<file path="config.mk">
export PLATFORM = sky130hd
export DESIGN_NAME = gecp_adj_mem
export DESIGN_NICKNAME = d
export VERILOG_FILES = /design/src/gecp_pkg.sv /design/src/gecp_adj_mem.sv
export SDC_FILE = /design/constraint.sdc
export NUM_CORES = 2
export LEC_CHECK = 0
export BUFFER_PORTS_ARGS = -buffer_cell sky130_fd_sc_hd__buf_4
export CAP_MARGIN = 20
export CORE_MARGIN = 2
export CORE_UTILIZATION = 57
export CTS_CLUSTER_DIAMETER = 200
export DETAILED_ROUTE_END_ITERATION = 16
export GPL_ROUTABILITY_DRIVEN = 0
export PLACE_DENSITY = 0.81
export SKIP_LAST_GASP = 1
export SYNTH_ARGS = -nofsm -noshare
export SYNTH_HDL_FRONTEND = slang
export SYNTH_SLANG_ARGS = --single-unit
</file>
<file path="constraint.sdc">
create_clock -name clock -period 5.8 [get_ports clock]
set_input_delay 0.29 -clock clock [delete_from_list [all_inputs] [get_ports clock]]
set_output_delay 0.29 -clock clock [all_outputs]
set_load 0.005 [all_outputs]
</file>
<file path="src/gecp_pkg.sv">
// gecp_pkg: shared widths, codes and control types for the graph eccentricity unit
// no dependencies
package gecp_pkg;
   localparam int MAX_NODES_DEF = 64;
   localparam int NODE_W        = 7;
   localparam int ECC_W         = 6;
   localparam int ACT_W         = 2;
   localparam int MASK_W        = 64;

   localparam logic [ACT_W-1:0] ACT_ADD   = 2'd0;
   localparam logic [ACT_W-1:0] ACT_RUN   = 2'd1;
   localparam logic [ACT_W-1:0] ACT_CLEAR = 2'd2;

   localparam logic [NODE_W-1:0] NODE_COUNT_RST = 7'd64;
   localparam logic [ECC_W-1:0]  ECC_MAX        = 6'd63;

   typedef struct packed {
      logic rd_en;
      logic wr_en;
      logic clear;
   } adj_cmd_type;
endpackage

</file>
<file path="src/gecp_adj_mem.sv">
// gecp_adj_mem: adjacency row memory, one row per node, with per-row valid bits
// depends on gecp_pkg
module gecp_adj_mem
   import gecp_pkg::*;
#(
   parameter int MAX_NODES = MAX_NODES_DEF
) (
   input  logic                         clock,
   input  logic                         reset,
   input  adj_cmd_type                  cmd,
   input  logic [$clog2(MAX_NODES)-1:0] rd_addr,
   input  logic [$clog2(MAX_NODES)-1:0] wr_addr,
   input  logic [MAX_NODES-1:0]         wr_data,
   output logic [MAX_NODES-1:0]         rd_row
);
   logic [MAX_NODES-1:0] mem [MAX_NODES];
   logic [MAX_NODES-1:0] row_valid_ff;
   logic [MAX_NODES-1:0] rd_data_ff;
   logic                 rd_valid_ff;

   always_ff @(posedge clock) begin
      if (cmd.wr_en) begin
         mem[wr_addr] <= wr_data;
      end
      if (cmd.rd_en) begin
         rd_data_ff <= mem[rd_addr];
      end
   end

   always_ff @(posedge clock) begin
      if (reset || cmd.clear) begin
         row_valid_ff <= '0;
         rd_valid_ff  <= 1'b0;
      end else begin
         if (cmd.wr_en) begin
            row_valid_ff[wr_addr] <= 1'b1;
         end
         if (cmd.rd_en) begin
            rd_valid_ff <= row_valid_ff[rd_addr];
         end
      end
   end

   assign rd_row = rd_valid_ff ? rd_data_ff : '0;
endmodule

</file>
==> flow_summary.yaml <==
outcome:
  status: "complete, no violations"
synthesis:
  synthTopCellsByArea: "edfxtp_1, mux4_2, dfxtp_1, clkbuf_1, o21a_1"
  syn_area_sq_um: 160000
  syn-instance-count: 6170
  synth_area_per_cell_sq_um: 25.9
  syn_nets: 6251
  ys.warnings.count: 0
  ys_ff_latch: 4225
  ys_types: 31
  synth_top_area_cell: "edfxtp_1"
  synth-seq-area-share_pct: 79.0
  synth_top_area_share_pct: 78.2
worst_setup_path:
  path_delay_family: "flip-flops"
  critPathKind: "flop to primary output"
  slowest_delay_ns: 1.07
  crit_path_end_kind: "primary output"
  crit_required_ns: 5.51
  critPathLaunch: "rd_valid_ff"
  crit_fanout: 53
  cp_num_buf_inv: 2
  start_kind: "flop"
  cp_slowest_cell: "dfxtp_4"
  cp.arrival_ns: 3.06
  cp_common_cell: "buf_4"
  crit_chain: "buf_4, and2_1, buf_4"
  r2r_slack_ns: 3.36
  regToRegStartpoint: "mem[29][17]"
floorplan:
  die_y_microns: 533
  core_area_sq_um: 279000
  initial_core_util_pct: 57.2
  pin_count: 145
  num_rows: 194
  dieArea_sq_um: 284000
  die_x_microns: 533
clock_tree:
  clock_latency_ns: 0.95
  path_clk_slew_ns: 0.07
  htreeDepth: 5
  cts_max_path_buffers: 4
  numCtsBuffers: 393
  cts_tree: "yes"
  post_cts_buffers: 0
  clkSinkCount: 4225
  ctsRootBufferMaster: "clkbuf_16"
detailed_routing:
  dr_total_vias: 80900
  postRouteAntennaNets: 0
  drc: 0
  viasPerCell: 7.53
  routed_wl_mm: 501
  post_drt_wl_per_cell_microns: 46.7
  drt_first_iter_violations: 17000
  first_pass_iters: 6
timing:
  timing.final.crit_share_pct: 57.8
  fmax_mhz: 298
  finalMaxSlewViolations: 0
  skew_ns: 0.0612
  worst_pin_slew_ns: 1.26
  setup_violations: 0
  final-hold-violation-count: 0
  maxSlewHeadroom_pct: 16.0
  tns_ns: 0
  post-route-min-period_ns: 3.35
  rsz0062_at_grt: "false"
global_routing:
  grt_max_degree: 104
  grt.overflow.total: 0
  top_usage_layer: "met2"
  grt_use_met2_pct: 56.2
  grtUsageMet1_pct: 43.8
  track_usage_pct: 35.2
  grt_pass1_vias: 82200
  antenna_found_initial: 30
  grt_pass1_wl_mm: 680
  met3_usage_pct: 9.05
min_path:
  hold_class: "primary input to flop"
  hp-start: "wr_addr[0]"
power:
  p_leak_nw: 55.8
  power_w: 0.0634
  ir_worst_vdd_v: 0.000348
  power.density_nw_per_um2: 351
cells_and_area:
  area_growth_pct: 13.0
  drive_gt1_share_pct: 33.5
  nets: 6741
place:
  hpwl_mm: 219
  port_buffers: 144
flow_run:
  cap_violations: 0
power by group:
group / leakage, nW / internal, W / switching, W
logic: 11.6 / 0.00123 / 0.00166
registers: 38.0 / 0.0338 / 0.000146
clock network: 6.24 / 0.0147 / 0.0119
sequential cells by signal, summed over array words and instances (netlist names):
register      flops
mem            4096
rd_data_ff       64
row_valid_ff     64
rd_valid_ff       1
cells by family after synthesis:
group	after synthesis	synth area share, %
AO/OA/AOI/OAI	78	0.362
AND/OR/NAND/NOR	178	0.570
flip-flops	4225	79.0
multiplexers	1362	19.2
buffers and inverters	327	0.892
cells in the mapped netlist:
cell type / count
edfxtp_1: 4160
mux4_2: 1356
clkbuf_1: 185
buf_2: 74
dfxtp_1: 65
nor2_1: 65
and2_1: 64
o21a_1: 64
buf_1: 43
buf_4: 20
nor2b_1: 12
nand2_1: 10
nand3_1: 9
nand2b_1: 5
nor3_1: 5
buf_6: 4
mux2i_1: 4
nand4_1: 3
a211oi_1: 2
a21oi_1: 2
a22oi_1: 2
a31oi_1: 2
mux2_2: 2
nand3b_1: 2
nor4_1: 2
o22ai_1: 2
o31ai_1: 2
a22o_1: 1
a311oi_1: 1
inv_1: 1
or3_1: 1
routing by layer:
metal	vias up	part of all wire, %
met5	-	0.019
met1	41900	30
met2	8901	49
li1	28000	-
met4	14	7.2
met3	2056	14
metrics by stage:
step	hold WS (ns)	area (sq um)	std cells	util (%)	worst slack, ns
6_report	0.0635	181000	10700	64.7	2.45
5_1_grt	0.0525	180000	10700	64.7	2.43
4_1_cts	0.00761	180000	10700	64.6	2.42
3_5_place_dp	0.449	167000	9919	59.8	2.14
3_3_place_gp	0.440	167000	9919	59.8	2.20
2_1_floorplan	0.389	160000	6170	-	0.0634
repair_timing:
action / CTS / global route
hold buffers: 65 / 0
hold endpoints to repair: 4105 / 0
endpoints found under the setup margin: 0 / 0
gates resized for setup: 0 / 0
final timing paths:
path,to,cells after the start
min,mem[48][63],3
max,rd_row[30],3
max reg2reg,rd_data_ff[17],3
min reg2reg,row_valid_ff[14],1
worst register-to-register path, cell delays in order, from the launching register on:
cell and delay, ns:
edfxtp_1 0.52, mux4_2 0.65, mux4_2 0.51, mux4_2 0.47
placed cells by master, fill, tap and decap left out, types with 32 or more instances in the layout:
master	netlist	final
nor2_4	0	61
diode_2	0	32
clkinv_2	0	77
dlygate4sd3_1	0	65
dfxtp_1	65	64
clkbuf_16	0	402
buf_4	20	278
buf_12	0	71
o21a_1	64	64
clkinv_1	0	72
edfxtp_1	4160	4160
bufinv_16	0	42
clkbuf_1	185	85
and2_1	64	64
mux4_2	1356	1356
final cells by class:
cell class / count / area [sq um]
Inverter: 1 / 3.75
Sequential cell: 4225 / 126000
Clock buffer: 494 / 10500
Multi-Input combinational cell: 1618 / 32600
Antenna cell: 32 / 80.1
Timing Repair Buffer: 421 / 4270
Fill cell: 16100 / 98600
Clock inverter: 221 / 2280
Tap cell: 3724 / 4660
Power figures use the tool's default switching activity.
