**src/gecp_pkg.sv**
```systemverilog
// gecp_pkg: shared widths, codes and control types for the graph eccentricity unit
// no dependencies
package gecp_pkg;
   localparam int MAX_NODES_DEF = 64;
   localparam int NODE_W        = 7;
   localparam int ECC_W         = 6;
   localparam int ACT_W         = 2;
   localparam int MASK_W        = 64;

   localparam logic [ACT_W-1:0] ACT_ADD   = 2'd0;
   localparam logic [ACT_W-1:0] ACT_RUN   = 2'd1;
   localparam logic [ACT_W-1:0] ACT_CLEAR = 2'd2;

   localparam logic [NODE_W-1:0] NODE_COUNT_RST = 7'd64;
   localparam logic [ECC_W-1:0]  ECC_MAX        = 6'd63;

   typedef struct packed {
      logic rd_en;
      logic wr_en;
      logic clear;
   } adj_cmd_type;
endpackage

```
**src/gecp_ecc_mem.sv**
```systemverilog
// gecp_ecc_mem: per-node eccentricity memory, one write and one registered read port
// depends on gecp_pkg
module gecp_ecc_mem
   import gecp_pkg::*;
#(
   parameter int MAX_NODES = MAX_NODES_DEF
) (
   input  logic                         clock,
   input  logic                         wr_en,
   input  logic [$clog2(MAX_NODES)-1:0] wr_addr,
   input  logic [ECC_W-1:0]             wr_data,
   input  logic                         rd_en,
   input  logic [$clog2(MAX_NODES)-1:0] rd_addr,
   output logic [ECC_W-1:0]             rd_data
);
   logic [ECC_W-1:0] mem [MAX_NODES];
   logic [ECC_W-1:0] rd_data_ff;

   always_ff @(posedge clock) begin
      if (wr_en) begin
         mem[wr_addr] <= wr_data;
      end
      if (rd_en) begin
         rd_data_ff <= mem[rd_addr];
      end
   end

   assign rd_data = rd_data_ff;
endmodule

```
**config.mk**
```make
export PLATFORM = sky130hd
export DESIGN_NAME = gecp_ecc_mem
export DESIGN_NICKNAME = d
export VERILOG_FILES = /design/src/gecp_pkg.sv /design/src/gecp_ecc_mem.sv
export SDC_FILE = /design/constraint.sdc
export NUM_CORES = 1
export LEC_CHECK = 0
export ABC_AREA = 1
export ABC_CLOCK_PERIOD_IN_PS = 2200
export BUFFER_PORTS_ARGS = -buffer_cell sky130_fd_sc_hd__clkbuf_2
export CAP_MARGIN = 0
export CORE_MARGIN = 2
export CORE_UTILIZATION = 46
export CTS_CLUSTER_DIAMETER = 60
export CTS_CLUSTER_SIZE = 8
export DETAILED_ROUTE_END_ITERATION = 7
export SYNTH_ARGS = -nofsm -noshare
export SYNTH_HDL_FRONTEND = slang
export SYNTH_SLANG_ARGS = --single-unit
export TNS_END_PERCENT = 30
```
**constraint.sdc**
```tcl
create_clock -name clock -period 2.2 [get_ports clock]
set_input_delay 0.44 -clock clock [delete_from_list [all_inputs] [get_ports clock]]
set_output_delay 0.44 -clock clock [all_outputs]
set_load 0.005 [all_outputs]
```
==> results of run 1 <==
per-layer routing:
layer  routed length (microns)  share of wire [%]  vias to the layer above  global-route usage [%]
met5                         0                  0                        -                       0
met4                      1110                2.7                        0                    7.04
met1                     17500                 43                     5128                    31.8
met2                     18900                 47                      409                    36.3
met3                      2940                7.2                       76                    3.97
li1                          -                  -                     5013                       -
worst max path at each step:
stage                                    start              endpoint  cells past startpoint
after floorplan                          wr_en  mem[48][0]$_DFFE_PP_                      3
after global placement              wr_addr[2]  mem[25][3]$_DFFE_PP_                      6
after detailed placement            wr_addr[1]   mem[5][5]$_DFFE_PP_                      4
after CTS                 rd_data[0]$_DFFE_PP_            rd_data[0]                      1
after global routing                wr_addr[1]   mem[5][2]$_DFFE_PP_                      4
final                     rd_data[2]$_DFFE_PP_            rd_data[2]                      1
stage by stage:
step	hold slack, ns	worst slack [ns]
floorplan	0.539	0.191
global placement	0.860	0.0722
detailed placement	0.868	0.0707
CTS	0.293	0.556
global route	0.286	0.506
finish	0.316	0.560
placed cells by master, fill, tap and decap left out, drive strengths merged:
master    n
nor2     56
clkinv    1
clkbuf   79
inv      13
nor4      8
nand3   331
buf     101
nand2   486
nand4     9
edfxtp  390
kinds of logic (layout without fill, tap and decap cells):
logic type             Yosys count  after routing  synth area share (%)
buffers and inverters           96            194                  3.01
flip-flops                     390            390                  73.2
AND/OR/NAND/NOR                890            890                  23.7
cell type report:
cell class	count	area share, %
Clock buffer	55	7.40
Clock inverter	2	0.0673
Inverter	12	0.269
Multi-Input combinational cell	890	20.4
Sequential cell	390	63.0
Tap cell	455	3.06
Timing Repair Buffer	125	5.82
where the power goes:
group / total, mW / internal (mW) / leakage (nW) / switching (mW)
registers: 8.29 / 8.26 / 3.51 / 0.0279
clock network: 7.10 / 4.33 / 0.684 / 2.77
logic: 1.01 / 0.290 / 2.65 / 0.721
sequential cells by signal (all words and copies together), names as in the netlist:
register  count
rd_data       6
mem         384
==> impl_metrics.env, run 1 <==
export IMPL_status="finished, final reports clean"
export IMPL_yosys_cell_count_top_type="nand2_1"
export IMPL_synth_common_cells="nand2_1 (486), edfxtp_1 (390), nand3_1 (331)"
export IMPL_portBuffers=26
export IMPL_grt_max_degree=89
export IMPL_syn_area_per_cell_sq_um=11.6
export IMPL_slew_viol_final=0
export IMPL_dp_hpwl_mm=25.2
export IMPL_syn_cell_area_sq_um=16000
export IMPL_critical_path_arrival_ns=1.20
export IMPL_placement_cell_area_sq_um=17200
export IMPL_p_leak_nw=6.85
export IMPL_rows=68
export IMPL_clk_latency_ns=0.55
export IMPL_p_per_area_nw_per_um2=882
export IMPL_drive_gt1_share_pct=12.4
export IMPL_cts_tree="built"
export IMPL_seq_area_frac_synth_pct=73.2
export IMPL_whs_path_depth=1
export IMPL_grt_remaining_overflow=0
export IMPL_worst_hold_path_type="input pin to register"
export IMPL_clock_tree_buffer_depth=3
export IMPL_worstSetupPathType="register to output port"
export IMPL_finalCritPeriodShare_pct=74.6
export IMPL_utilization_pct=54.1
export IMPL_ys_ff_latch=390
export IMPL_fin_nets=1494
export IMPL_cts_resized=0
export IMPL_clkTransAtPathRegs_ns=0.05
export IMPL_yosys_warnings=0
export IMPL_antennaDiodeCount=0
export IMPL_synth_edff_count=390
export IMPL_synth_cells=1376
export IMPL_synth_cell_types=13
export IMPL_coreArea_sq_um=34400
export IMPL_fillers=2937
export IMPL_die_area_sq_um=36300
export IMPL_reg2reg_to="rd_data[0]$_DFFE_PP_"
export IMPL_max_freq_mhz=610
export IMPL_maxCapViolations=0
export IMPL_dp_cells=1872
export IMPL_min_to="rd_data[4]$_DFFE_PP_"
export IMPL_postRouteAntennaNets=0
export IMPL_cts_buffers=54
export IMPL_timing_rr_start="mem[51][0]$_DFFE_PP_"
export IMPL_tns_ns=0
export IMPL_io_pins=27
export IMPL_initial_utilization_pct=46.5
export IMPL_track_usage_pct=22.7
export IMPL_r2r_cells=8
export IMPL_postCtsSetupBuffers=0
export IMPL_drc_errors=0
export IMPL_netlist_area_leader_share_pct=73.2
export IMPL_timing_final_crit_period_ns=1.64
export IMPL_dieHeight_microns=190
export IMPL_worst_pin_slew_ns=0.859
export IMPL_place_congestion=0.903
export IMPL_worst_path_buf_inv=1
export IMPL_grt_pass1_vias=10300
export IMPL_fin_area_sq_um=18600
export IMPL_htreeDepth=2
export IMPL_routed_wl_mm=40.5
export IMPL_grt_antenna_before_repair=0
export IMPL_die_w_microns=190
export IMPL_vdd_ir_drop_max_uv=638
export IMPL_final_seq_area_sq_um=11700
export IMPL_ctsHoldBuffers=0
export IMPL_root_buffer="clkbuf_16"
export IMPL_rsz0062_at_grt="no"
export IMPL_end_kind="output port"
export IMPL_finalClockSkew_ns=0.0164
export IMPL_finalHoldViolCount=0
export IMPL_stdcell_count=1929
export IMPL_r2r_slack_ns=0.74
export IMPL_first_iter_violations=1116
export IMPL_vias=10600
export IMPL_startpoint_type="register"
export IMPL_via_per_inst=5.51
export IMPL_p_total_mw=16.4
export IMPL_worstPathRequired_ns=1.76
export IMPL_clock_sinks=390
export IMPL_async_flop_share_pct=0
export IMPL_synthToLayoutAreaGrowth_pct=16.3
export IMPL_cp_slowest_cell="edfxtp_1"
export IMPL_synth_largest_area_cell="edfxtp_1"
export IMPL_crit_chain="clkbuf_2"
export IMPL_cpLargestDelayFamily="flip-flops"
export IMPL_relSlewSlack_pct=42.7
export IMPL_multi_input_area_sq_um=3800
export IMPL_wl_per_cell_microns=21.0
export IMPL_critPathMaxStageDelay_ns=0.50
export IMPL_synth_ff_type="edfxtp_1"
export IMPL_holdCritStartpoint="rd_en"
export IMPL_grt_pass1_wl_mm=61.7
export IMPL_netlist_top_cells_area="edfxtp_1 (73%), nand2_1 (11%), nand3_1 (10%), buf_2 (1.3%), nor2_1 (1.3%)"
export IMPL_setup_viol=0
export IMPL_firstDrtPassIters=5
export IMPL_path_max_fanout=1
export IMPL_syn_nets=1397
No activity file was read; power rests on OpenSTA's default activity.
==> inputs of run 2 (changes only) <==
ABC_AREA = 0   (was 1)
ABC_CLOCK_PERIOD_IN_PS = 1600   (was 2200)
clock period = 1.6 ns   (was 2.2 ns; I/O delays follow)
==> run 2 against run 1 <==
Compared with the run above: the run now ends with setup timing left; critical path depth grew 4; sequential power grew 38%; clock skew grew 0.0032 ns; routed wire length shrank 15%; sequential cell count is the same; critical endpoint is now rd_data[3]$_DFFE_PP_; largest cell class unchanged; highest routed layer unchanged; sequential share of layout area grew 0.26 points; non-clock buffer count grew 40; via count shrank 27%.
==> impl_metrics.env, run 2 <==
export IMPL_status="complete, but fails checks"
export IMPL_violations="setup timing"
export IMPL_finalHoldViolCount=0
export IMPL_r2r_slack_ns=-0.21
export IMPL_ctsHoldBuffers=0
export IMPL_dieHeight_microns=186
export IMPL_setup_viol=6
export IMPL_startpoint="mem[55][3]$_DFFE_PP_"
export IMPL_worst_hold_path_type="input pin to register"
export IMPL_fin_ws_ns=-0.205
export IMPL_worstSetupPathType="register to register"
export IMPL_largest_reg_flops=384
export IMPL_worst_pin_slew_ns=0.727
export IMPL_timing_rr_start="mem[55][3]$_DFFE_PP_"
export IMPL_via_per_inst=5.72
export IMPL_fillers=2400
export IMPL_netlist_area_leader_share_pct=76.6
export IMPL_synthToLayoutAreaGrowth_pct=21.2
export IMPL_die_area_sq_um=34700
export IMPL_grt_max_degree=65
export IMPL_grt_pass1_vias=8311
export IMPL_max_freq_mhz=554
export IMPL_dp_cells=1288
export IMPL_drc_errors=0
export IMPL_track_usage_pct=20.7
export IMPL_syn_area_per_cell_sq_um=21.2
export IMPL_syn_cell_area_sq_um=15300
export IMPL_firstDrtPassIters=7
export IMPL_finalClockSkew_ns=0.0195
export IMPL_vdd_ir_drop_max_uv=816
export IMPL_netlist_top_cells_area="edfxtp_1 (77%), mux4_2 (13%), nor2_1 (1.6%), mux4_1 (1.0%), mux2i_1 (0.98%)"
export IMPL_layout_commonest_cell="edfxtp_1"
export IMPL_synth_largest_area_cell="edfxtp_1"
export IMPL_critical_path_arrival_ns=2.11
export IMPL_relSlewSlack_pct=51.5
export IMPL_fin_nets=923
export IMPL_utilization_pct=56.8
export IMPL_drive_gt1_share_pct=38.6
export IMPL_synth_cells=720
export IMPL_place_congestion=0.819
export IMPL_async_flop_share_pct=0
export IMPL_synth_ff_type="edfxtp_1"
export IMPL_initial_utilization_pct=46.9
export IMPL_min_to="rd_data[2]$_DFFE_PP_"
export IMPL_root_buffer="clkbuf_16"
export IMPL_reg2reg_to="rd_data[3]$_DFFE_PP_"
export IMPL_grt_util_met2_pct=33.6
export IMPL_gr_usage_met3_pct=4.81
export IMPL_end_kind="register"
export IMPL_r2r_cells=5
export IMPL_clkTransAtPathRegs_ns=0.05
export IMPL_worstPathRequired_ns=1.90
export IMPL_grt_busiest_layer="met2"
export IMPL_synth_edff_count=390
export IMPL_holdCritStartpoint="rd_en"
export IMPL_synth_cell_types=36
export IMPL_grt_use_met1_pct=28.4
export IMPL_clock_sinks=390
export IMPL_die_w_microns=186
export IMPL_yosys_cell_count_top_type="edfxtp_1"
export IMPL_finalCritPeriodShare_pct=113
export IMPL_slew_viol_final=0
export IMPL_stdcell_count=1348
export IMPL_grt_antenna_before_repair=2
export IMPL_rows=66
export IMPL_regMostFlops="mem"
export IMPL_coreArea_sq_um=32600
export IMPL_postRouteAntennaNets=0
export IMPL_p_leak_nw=6.08
export IMPL_syn_nets=741
export IMPL_whs_path_depth=1
export IMPL_grt_pass1_wl_mm=52.0
export IMPL_first_iter_violations=847
export IMPL_portBuffers=26
export IMPL_p_per_area_nw_per_um2=1220
export IMPL_wl_per_cell_microns=25.5
export IMPL_p_total_mw=22.5
export IMPL_cts_buffers=54
export IMPL_grt_remaining_overflow=0
export IMPL_io_pins=27
export IMPL_startpoint_type="register"
export IMPL_seq_area_frac_synth_pct=76.6
export IMPL_path_max_fanout=1
export IMPL_postCtsSetupBuffers=0
export IMPL_ys_ff_latch=390
export IMPL_cts_tree="built"
export IMPL_maxCapViolations=0
export IMPL_timing_final_crit_period_ns=1.81
export IMPL_clock_tree_buffer_depth=3
export IMPL_yosys_warnings=0
export IMPL_routed_wl_mm=34.4
export IMPL_synth_common_cells="edfxtp_1 (390), mux4_2 (87), nor2_1 (67)"
export IMPL_clk_latency_ns=0.56
export IMPL_vias=7717
export IMPL_rsz0062_at_grt="yes"
export IMPL_htreeDepth=2
export IMPL_layout_common_cells="edfxtp_1 (390), buf_4 (127), mux4_2 (91), nor2_1 (59), clkbuf_16 (57)"
export IMPL_dp_hpwl_mm=22.0
==> run 2: cell types whose count changed after synthesis, sizes merged, moves of 7 or more <==
cell,delta
nand2,-478
inv,-12
nor4,-8
o22ai,+12
nand3,-320
nand4,-7
mux2,+9
buf,-46
o221ai,+9
nor2b,+8
mux4,+93
nor2,+11
mux2i,+15
==> run 2: worst max-delay path by stage <==
stage	slack [ns]	to	cells past startpoint
after floorplan	-0.34	rd_data[2]$_DFFE_PP_	7
after global placement	-0.65	rd_data[0]$_DFFE_PP_	7
final	-0.21	rd_data[3]$_DFFE_PP_	5
after global routing	-0.25	rd_data[0]$_DFFE_PP_	5
after detailed placement	-0.66	rd_data[0]$_DFFE_PP_	7
after CTS	-0.21	rd_data[4]$_DFFE_PP_	5
==> run 2: cells by family (layout without fill, tap and decap cells) <==
family	Yosys count	count (layout)	share of synthesized area (%)
flops	390	390	76.6
compound gates	54	54	2.59
simple gates	120	120	3.66
other cells	0	2	0
buf+inv	39	223	1.65
mux	117	117	15.5
==> run 2: final cells by class <==
class | count | area, sq um | share of cell area [%]
well taps | 442 | 553 | 2.99
multi-input cells | 291 | 3480 | 18.8
clock inverters | 1 | 3.75 | 0.0203
flip-flops and latches | 390 | 11700 | 63.2
clock buffers | 57 | 1430 | 7.70
repair buffers | 165 | 1350 | 7.26
diodes | 2 | 5.00 | 0.0270
==> run 2: per-stage QoR <==
stage	worst slack, ns	hold WS (ns)	instance area (sq um)	TNS (ns)
after floorplan	-0.343	0.419	15400	-12.70
after global placement	-0.647	0.679	17000	-4.95
after detailed placement	-0.665	0.682	17000	-8.77
after CTS	-0.211	0.108	18500	-1.11
after global routing	-0.249	0.130	18500	-1.34
final	-0.205	0.130	18500	-1.11
==> run 2: power breakdown <==
group	total (mW)	internal [mW]	leakage, nW	switching, mW
clock network	9.88	6.13	0.704	3.75
registers	11.4	11.4	3.51	0.0286
logic	1.25	0.555	1.86	0.699
==> run 2: what timing repair did <==
item | 4_1_cts | 5_1_grt
endpoints found under the setup margin | 6 | 6
resized for setup | 20 | 6
hold endpoints to repair | 0 | 0
pin swaps | 9 | 3
==> run 2: critical path, cell delays in order (launching register included) <==
cell and delay, ns:
edfxtp_1 0.38, mux4_2 0.50, mux2_4 0.30, o21ai_4 0.13
a21oi_2 0.07, o22a_1 0.17
==> run 2: metal layers <==
layer | wire [microns] | share of wire [%]
met2 | 16600 | 48
met5 | 0 | 0
met4 | 968 | 2.8
met1 | 14300 | 42
met3 | 2460 | 7.2
